--- config.mk ---
export PLATFORM = sky130hd
export DESIGN_NAME = stepper_half_step_mover_unit
export DESIGN_NICKNAME = d
export VERILOG_FILES = /design/src/hdl/smv_pkg.sv /design/src/hdl/smv_deg_scale.sv /design/src/hdl/smv_step_core.sv /design/src/hdl/stepper_half_step_mover_unit.sv
export SDC_FILE = /design/constraint.sdc
export NUM_CORES = 2
export LEC_CHECK = 0
export ABC_AREA = 1
export BUFFER_PORTS_ARGS = -buffer_cell sky130_fd_sc_hd__buf_2
export CORE_ASPECT_RATIO = 0.9
export CORE_MARGIN = 5
export CORE_UTILIZATION = 55
export DETAILED_ROUTE_END_ITERATION = 10
export GPL_ROUTABILITY_DRIVEN = 0
export PLACE_DENSITY = 0.83
export SLEW_MARGIN = 40
export SYNTH_ARGS = -nofsm -noshare
export SYNTH_HDL_FRONTEND = slang
export SYNTH_SLANG_ARGS = --single-unit
--- constraint.sdc ---
create_clock -name clk -period 9.6 [get_ports clk]
set_clock_uncertainty 0.15 [all_clocks]
set_input_delay 1.44 -clock clk [delete_from_list [all_inputs] [get_ports clk]]
set_output_delay 1.44 -clock clk [all_outputs]
set_load 0.005 [all_outputs]
--- src/hdl/smv_pkg.sv ---
// smv_pkg: types and constants shared by the half-step stepper sequencer
// holds the command/result payload structs, operation codes and the coil table
// no dependencies
`default_nettype none

package smv_pkg;

    // operation codes
    localparam logic [1:0] OP_TICK       = 2'd0;
    localparam logic [1:0] OP_MOVE_STEPS = 2'd1;
    localparam logic [1:0] OP_MOVE_DEG   = 2'd2;

    // steps-per-revolution after reset
    localparam logic [15:0] SPR_RESET = 16'd4096;

    // divide by 360 as shift by 3, then multiply by ceil(2^35 / 45)
    // exact for any 29-bit dividend
    localparam int          DEG_PRE_SHIFT = 3;
    localparam int          RECIP_SHIFT   = 35;
    localparam logic [29:0] RECIP_45      = 30'd763549742;

    // input item
    typedef struct packed {
        logic [1:0]  operation;
        logic [15:0] amount;
        logic        direction;
        logic [15:0] step_delay;
    } smv_in_t;

    // result item
    typedef struct packed {
        logic [3:0]  coil_pattern;
        logic [2:0]  phase_now;
        logic        busy_res;
        logic [15:0] steps_left;
        logic        rejected;
    } smv_out_t;

    // command after degree scaling, step count resolved
    typedef struct packed {
        logic [1:0]  operation;
        logic        direction;
        logic [15:0] step_delay;
        logic [15:0] count;
    } smv_cmd_t;

    // half-step coil drive for each phase
    function automatic logic [3:0] coil_of(input logic [2:0] ph);
        logic [3:0] pat;
        unique case (ph)
            3'd0: pat = 4'h1;
            3'd1: pat = 4'h3;
            3'd2: pat = 4'h2;
            3'd3: pat = 4'h6;
            3'd4: pat = 4'h4;
            3'd5: pat = 4'hC;
            3'd6: pat = 4'h8;
            3'd7: pat = 4'h9;
            default: pat = 4'h1;
        endcase
        return pat;
    endfunction

endpackage

`default_nettype wire

--- src/hdl/smv_deg_scale.sv ---
// smv_deg_scale: two-stage pipeline turning a command into a resolved step count
// degrees * steps_per_rev in stage one, reciprocal divide by 360 in stage two
// depends on smv_pkg
`default_nettype none

module smv_deg_scale
    import smv_pkg::*;
(
    input  wire logic        clk,
    input  wire logic        rst_n,
    input  wire logic [15:0] steps_per_rev,
    input  wire logic        in_valid,
    output logic             in_ready,
    input  wire smv_in_t     in_data,
    output logic             out_valid,
    input  wire logic        out_ready,
    output smv_cmd_t         out_data
);

    logic        a_valid_reg;
    smv_in_t     a_data_reg;
    logic [31:0] a_prod_reg;
    logic        b_valid_reg;
    smv_cmd_t    b_cmd_reg;

    logic        a_ready;
    logic        b_ready;
    logic [28:0] div_in;
    logic [58:0] recip_prod;
    logic [15:0] quot;
    smv_cmd_t    b_cmd_next;

    // per-stage ready so bubbles collapse while the output stalls
    assign b_ready  = !b_valid_reg || out_ready;
    assign a_ready  = !a_valid_reg || b_ready;
    assign in_ready = a_ready;

    // stage one valid
    always_ff @(posedge clk or negedge rst_n)
    begin
        if (!rst_n)
        begin
            a_valid_reg <= 1'b0;
        end
        else if (a_ready)
        begin
            a_valid_reg <= in_valid;
        end
    end

    // stage one payload and degree product
    always_ff @(posedge clk)
    begin
        if (in_valid && a_ready)
        begin
            a_data_reg <= in_data;
            a_prod_reg <= in_data.amount * steps_per_rev;
        end
    end

    // divide by 360: drop three bits, multiply by reciprocal of 45
    assign div_in     = a_prod_reg[31:DEG_PRE_SHIFT];
    assign recip_prod = 59'(div_in) * 59'(RECIP_45);
    assign quot       = recip_prod[RECIP_SHIFT +: 16];

    // resolved command
    always_comb
    begin
        b_cmd_next.operation  = a_data_reg.operation;
        b_cmd_next.direction  = a_data_reg.direction;
        b_cmd_next.step_delay = a_data_reg.step_delay;
        b_cmd_next.count      = (a_data_reg.operation == OP_MOVE_DEG) ? quot
                                                                      : a_data_reg.amount;
    end

    // stage two valid
    always_ff @(posedge clk or negedge rst_n)
    begin
        if (!rst_n)
        begin
            b_valid_reg <= 1'b0;
        end
        else if (b_ready)
        begin
            b_valid_reg <= a_valid_reg;
        end
    end

    // stage two payload
    always_ff @(posedge clk)
    begin
        if (a_valid_reg && b_ready)
        begin
            b_cmd_reg <= b_cmd_next;
        end
    end

    assign out_valid = b_valid_reg;
    assign out_data  = b_cmd_reg;

endmodule

`default_nettype wire

--- src/hdl/smv_step_core.sv ---
// smv_step_core: phase, step count and wait state of the sequencer, plus result register
// applies ticks and moves one per cycle while results are taken
// depends on smv_pkg
`default_nettype none

module smv_step_core
    import smv_pkg::*;
(
    input  wire logic     clk,
    input  wire logic     rst_n,
    input  wire logic     cmd_valid,
    output logic          cmd_ready,
    input  wire smv_cmd_t cmd_data,
    output logic          res_valid,
    input  wire logic     res_ready,
    output smv_out_t      res_data
);

    logic [2:0]  phase_reg;
    logic [2:0]  phase_next;
    logic [15:0] rem_reg;
    logic [15:0] rem_next;
    logic [15:0] wait_reg;
    logic [15:0] wait_next;
    logic        dir_reg;
    logic        dir_next;
    logic [15:0] dly_reg;
    logic [15:0] dly_next;
    logic        res_valid_reg;
    smv_out_t    res_reg;
    smv_out_t    res_next;

    logic        accept;
    logic        busy;
    logic        do_step;
    logic        rejected;
    logic [15:0] wait_dec;
    logic [15:0] step_rem;

    assign cmd_ready = !res_valid_reg || res_ready;
    assign accept    = cmd_valid && cmd_ready;
    assign busy      = (rem_reg != 16'd0) || (wait_reg != 16'd0);
    assign wait_dec  = wait_reg - 16'd1;

    // decode the command against current state
    always_comb
    begin
        do_step  = 1'b0;
        rejected = 1'b0;
        dir_next = dir_reg;
        dly_next = dly_reg;
        step_rem = rem_reg;
        unique case (cmd_data.operation)
            OP_TICK:
            begin
                if (wait_reg != 16'd0)
                begin
                    do_step = (wait_dec == 16'd0) && (rem_reg != 16'd0);
                end
            end
            OP_MOVE_STEPS, OP_MOVE_DEG:
            begin
                if (busy)
                begin
                    rejected = 1'b1;
                end
                else if (cmd_data.count != 16'd0)
                begin
                    do_step  = 1'b1;
                    dir_next = cmd_data.direction;
                    dly_next = cmd_data.step_delay;
                    step_rem = cmd_data.count;
                end
            end
            default:
            begin
                do_step = 1'b0;
            end
        endcase
    end

    // take a step or count the wait down
    always_comb
    begin
        if (do_step)
        begin
            phase_next = dir_next ? (phase_reg + 3'd1) : (phase_reg - 3'd1);
            rem_next   = step_rem - 16'd1;
            wait_next  = (dly_next == 16'd0) ? 16'd1 : dly_next;
        end
        else
        begin
            phase_next = phase_reg;
            rem_next   = rem_reg;
            wait_next  = ((cmd_data.operation == OP_TICK) && (wait_reg != 16'd0)) ? wait_dec
                                                                                  : wait_reg;
        end
    end

    // result from the updated state
    always_comb
    begin
        res_next.coil_pattern = coil_of(phase_next);
        res_next.phase_now    = phase_next;
        res_next.busy_res     = (rem_next != 16'd0) || (wait_next != 16'd0);
        res_next.steps_left   = rem_next;
        res_next.rejected     = rejected;
    end

    // sequencer state
    always_ff @(posedge clk or negedge rst_n)
    begin
        if (!rst_n)
        begin
            phase_reg <= 3'd0;
            rem_reg   <= 16'd0;
            wait_reg  <= 16'd0;
            dir_reg   <= 1'b0;
            dly_reg   <= 16'd0;
        end
        else if (accept)
        begin
            phase_reg <= phase_next;
            rem_reg   <= rem_next;
            wait_reg  <= wait_next;
            dir_reg   <= dir_next;
            dly_reg   <= dly_next;
        end
    end

    // result valid
    always_ff @(posedge clk or negedge rst_n)
    begin
        if (!rst_n)
        begin
            res_valid_reg <= 1'b0;
        end
        else if (cmd_ready)
        begin
            res_valid_reg <= cmd_valid;
        end
    end

    // result payload
    always_ff @(posedge clk)
    begin
        if (accept)
        begin
            res_reg <= res_next;
        end
    end

    assign res_valid = res_valid_reg;
    assign res_data  = res_reg;

    // a rejected move leaves the motion state alone
    a_reject_holds: assert property (@(posedge clk) disable iff (!rst_n)
        (accept && rejected) |=> ($stable(phase_reg) && $stable(rem_reg) && $stable(wait_reg)))
        else $error("rejected move changed sequencer state");

    // phase moves at most one place per transfer
    a_phase_one_step: assert property (@(posedge clk) disable iff (!rst_n)
        accept |=> ((phase_reg == $past(phase_reg))
                    || (phase_reg == ($past(phase_reg) + 3'd1))
                    || (phase_reg == ($past(phase_reg) - 3'd1))))
        else $error("phase jumped more than one half-step");

    // shown coil pattern belongs to the shown phase
    a_coil_matches: assert property (@(posedge clk) disable iff (!rst_n)
        res_valid_reg |-> (res_reg.coil_pattern == coil_of(res_reg.phase_now)))
        else $error("coil pattern does not match phase");

    // result phase tracks the live phase register after a transfer
    a_result_phase: assert property (@(posedge clk) disable iff (!rst_n)
        accept |=> (res_reg.phase_now == phase_reg))
        else $error("result phase differs from state");

endmodule

`default_nettype wire

--- src/hdl/stepper_half_step_mover_unit.sv ---
// stepper_half_step_mover_unit: top level of the four-coil half-step sequencer
// holds the steps_per_rev register and joins the scaling pipeline to the step core
// depends on smv_pkg, smv_deg_scale, smv_step_core
`default_nettype none

// Takes one command per clock (tick, move by steps, move by degrees) and returns
// exactly one result per command: the coil drive, the phase, busy, the steps left
// and a flag for a move rejected while busy. Throughput is one item per cycle
// while results are taken; a command passes the registered product and divide
// stages of the degree scaling path (a 16x16 product, then a reciprocal multiply
// for the divide by 360) and then the state and result registers. Bubbles collapse,
// so commands fill empty stages while a result waits. steps_per_rev is written
// through the cfg channel, always ready, and should only change while no command is in flight.
module stepper_half_step_mover_unit
    import smv_pkg::*;
(
    input  wire logic        clk,
    input  wire logic        rst_n,
    input  wire logic        cfg_valid,
    output logic             cfg_ready,
    input  wire logic [15:0] cfg_data,
    input  wire logic        cmd_valid,
    output logic             cmd_ready,
    input  wire smv_in_t     cmd_data,
    output logic             res_valid,
    input  wire logic        res_ready,
    output smv_out_t         res_data
);

    logic [15:0] spr_reg;
    logic        mid_valid;
    logic        mid_ready;
    smv_cmd_t    mid_cmd;

    assign cfg_ready = 1'b1;

    // steps-per-revolution register
    always_ff @(posedge clk or negedge rst_n)
    begin
        if (!rst_n)
        begin
            spr_reg <= SPR_RESET;
        end
        else if (cfg_valid && cfg_ready)
        begin
            spr_reg <= cfg_data;
        end
    end

    // degree scaling pipeline
    smv_deg_scale u_scale (
        .clk           (clk),
        .rst_n         (rst_n),
        .steps_per_rev (spr_reg),
        .in_valid      (cmd_valid),
        .in_ready      (cmd_ready),
        .in_data       (cmd_data),
        .out_valid     (mid_valid),
        .out_ready     (mid_ready),
        .out_data      (mid_cmd)
    );

    // sequencer state and result register
    smv_step_core u_core (
        .clk       (clk),
        .rst_n     (rst_n),
        .cmd_valid (mid_valid),
        .cmd_ready (mid_ready),
        .cmd_data  (mid_cmd),
        .res_valid (res_valid),
        .res_ready (res_ready),
        .res_data  (res_data)
    );

endmodule

`default_nettype wire
==> flow_results.org <==
** Route
- Total via count after detailed routing :: approximately 23000
- Wires add up to 74.1 mm.
- The detail route stage leaves a number of antenna-violating nets equal to 0.
- Routed wire length per instance :: roughly 17 µm
- Before antenna repair, the detailed router went through 7 iterations.
- Vias per inst :: between 5 and 6
- DRC violation count after routing :: 0
- Violation count after the first detailed-routing iteration :: ~2000

** Setup path
- At the worst endpoint, the required time is a little under 10000 ps.
- STA classifies the critical path startpoint as a register.
- Counting both buffers and inverters, the worst setup path holds a total of 4.
- The worst register-to-register path has a setup slack of 2230 ps.
- Critical-path cell with the highest stage delay :: edfxtp_1
- Data arrival time of the critical path :: approximately 7400 ps
- The critical path in this run is classified as reg -> reg.
- On the worst path, the slowest cell contributes a delay of ~630 ps.
- The kind of cell with the highest combined delay along the critical path is adder cells.
- Category of the worst setup path capture point :: register
- Along the worst path, the maximum fanout reaches 7.
- R2R depth :: 23
- The worst register-to-register path begins at u_scale.a_prod_reg[9].
- In this run the critical register-to-register path is captured at u_scale.out_data[15].
- Critical path cell sequence :: ha_1, inv_1, fa_1, fa_1, fa_1, fa_1, inv_1, fa_1, inv_1, fa_1, inv_1, ha_1, ha_1, nand2_1, nor2_1, nand2_1, nor2_1, nand4_1, and3_1, o21ai_0, a21oi_1, xor2_1, o21ai_0
- By instance count, the cell type seen most on the critical path is fa_1.

** Synth
- Cells after Synth :: approximately 3500
- Library cell with the largest summed area after synthesis :: fa_1
- The share of the Yosys chip area taken by registers is a little under a fifth.
- The top cell type by area accounts for between 30% and 40% of the synthesized area.
- Counting flops with a built-in enable in the synthesized netlist gives about 120.
- Most instantiated flip-flop cell in the synthesis netlist :: edfxtp_1
- Net count of the mapped netlist :: about 4400
- Yosys attributes the largest share of cell area to fa_1 30%, ha_1 16%, edfxtp_1 12%, inv_1 12%, nand2_1 8.2%.
- During synthesis, Yosys emitted a total of 0 warnings.
- Mean cell area of the mapped netlist :: 8.66 µm²
- Synth Register Bits :: about 200
- In this run the cell area of the synthesized design comes to between 30000 and 40000 µm².
- The netlist uses 55 different library cells.
- Of all flip-flops after synthesis, the portion carrying an async set or reset was ~36%.

** Final layout
- Antenna cells :: 0
- Fraction of final layout cells with drive strength greater than 1 :: roughly 5.6%
- Number of nets at the end of the flow :: 4445
- The layout has about 4400 filler cells.
- Most frequent standard cell in the layout excluding fill and tap cells :: inv_1
- The top cell types in the final layout, fill and taps aside, are 962 x inv_1, 668 x nand2_1, 464 x fa_1.
- P&R area growth vs syn :: 4.97%
- The finished cells cover about 32000 µm².

** Job
- The tool flagged a number of max-cap violations equal to 0.

** CTS
- Setup Buffers After CTS :: 0
- TritonCTS built the clock tree.
- Post-CTS Resized :: 0
- CTS placed an instance of clkbuf_16 at the clock tree root.
- CTS Buf Count :: 17
- Clock edge transition at the registers on the reported setup and hold paths :: roughly 70 ps
- Latest clock arrival within the worst-skew pair :: between 400 and 500 ps
- No sink is reached through more buffers than the 2 on the longest clock path.
- Number of sinks on the clock net :: 195
- For this design, the CTS-stage hold fixing added 0 buffers.
- The H-tree was split into 4 levels.

** Timing
- For the pin with the worst max-slew slack, the measured transition is about 900 ps.
- In this run the tightest slew margin relative to its limit is roughly 41%.
- Fin. max-slew vios :: 0
- The final hold violation count is 0.
- Setup repair after global routing left no endpoint under its margin.
- Setup Viol. Count Final :: 0
- Final period demand of the worst path :: roughly 7400 ps
- Setup total negative slack :: 0 ps
- Derived from the worst setup path, the maximum achievable clock frequency is roughly 0.14 GHz.
- Final WS setup :: about 2200 ps
- Final worst path period share :: ~77%

** Global route
- The first global-routing pass estimated ~120 mm of wire.
- Initial antenna violation count :: 1
- Global routing consumed, over all layers together, ~25% of the routing resources.
- Entering global routing, the biggest net connects 72 pins.
- Vias in the first global route :: ~24000
- Summed over all layers, the global routing overflow is 0.

** Min path
- Instance count along the most critical hold path :: 0
- For hold timing, the worst endpoint is u_scale.out_data[19].
- Hold Crit Start :: u_scale.a_data_reg[3]
- The path class of the tightest hold or removal check is reg -> reg.

** Die
- Area of the core :: 54600 µm²
- In this run the core area contains 81 standard-cell rows.
- In this run the horizontal extent of the chip is 258 µm.
- In this run the count of I/O pins placed on the die edge is 84.
- The floorplan step set the die height to 233 µm.
- Once the floorplan was initialized, standard cells occupied 55.8% of the core.
- Die Footprint :: approximately 60000 µm²

** Place
- In this run the cell area measured after placement is roughly 31000 µm².
- The count of buffers added on input and output ports is slightly above 80.
- Once detailed placement completed, the half-perimeter wirelength came to ~62 mm.
- Worst setup timing slack at the placement stage :: approximately 2100 ps

** Status
- The run finished with clean final reports.
==> per-layer routing <==
metal,track usage [%],vias to the layer above,wire length (µm)
met5,0,-,13
met4,7.42,2,2500
met3,6.90,192,8020
met2,40.5,1075,33900
met1,34.0,11100,29700
li1,-,10600,-
==> stage by stage <==
step	instances	hold slack, ps	utilization (%)
2_1_floorplan	3517	250	-
3_3_place_gp	4222	251	57.5
3_5_place_dp	4222	256	57.5
4_1_cts	4254	271	58.5
5_1_grt	4254	276	58.5
6_report	4254	268	58.5
==> worst reg2reg max path: cells and delay by family (launching register included) <==
family	cells	cell delay (ps)
AND/OR/NAND/NOR	6	930
flip-flops	1	630
AO/OA/AOI/OAI	3	610
adder cells (fa/ha/maj)	9	4250
buffers and inverters	4	280
XOR/XNOR	1	250
==> cells by family after synthesis <==
| group | after synthesis | share of synthesized area (%) |
|---|---|---|
| buffers and inverters | 1057 | 13.2 |
| xor gates and xnor gates | 72 | 2.16 |
| AOI/OAI and AO/OA | 299 | 5.54 |
| other | 1 | 0.0123 |
| DFF | 195 | 18.1 |
| adders and majority gates | 853 | 46.5 |
| muxes | 16 | 0.591 |
| and+or+nand+nor | 1024 | 14.0 |
==> Yosys cell counts, types with 15 or more instances <==
library cell  number
nor2_1           190
a21oi_1          108
nand3_1           83
o21ai_0          103
inv_1            963
dfrtp_1           70
clkbuf_1          73
mux2_2            16
a31oi_1           27
edfxtp_1         124
xnor2_1           26
ha_1             389
nand2_1          669
fa_1             464
a21o_1            15
xor2_1            44
==> worst max path at each step <==
stage                                   endpoint  slack, ps                    from  cells past startpoint
after detailed placement  u_scale.a_prod_reg[24]       2110            cmd_data[28]                     22
after global placement    u_scale.a_prod_reg[24]       2210            cmd_data[27]                     22
final                       u_scale.out_data[15]       2230   u_scale.a_prod_reg[9]                     23
after floorplan           u_scale.a_prod_reg[24]       2370            cmd_data[29]                     23
after CTS                   u_scale.out_data[15]       2440   u_scale.a_prod_reg[9]                     23
after global routing        u_scale.out_data[15]       2040  u_scale.a_prod_reg[18]                     23
==> cell type report <==
type	instances	area, µm²	share of cell area (%)
Clock buffer	24	472	1.48
Multi-Input combinational cell	2265	21000	65.5
Tap cell	705	882	2.76
Inverter	971	3650	11.4
Timing Repair Buffer	86	447	1.40
Sequential cell	195	5500	17.2
Clock inverter	8	70.1	0.219
Power is left out: the tool's default activity adds up to more than one toggle a clock period on the data nets, which glitch-free logic cannot reach.
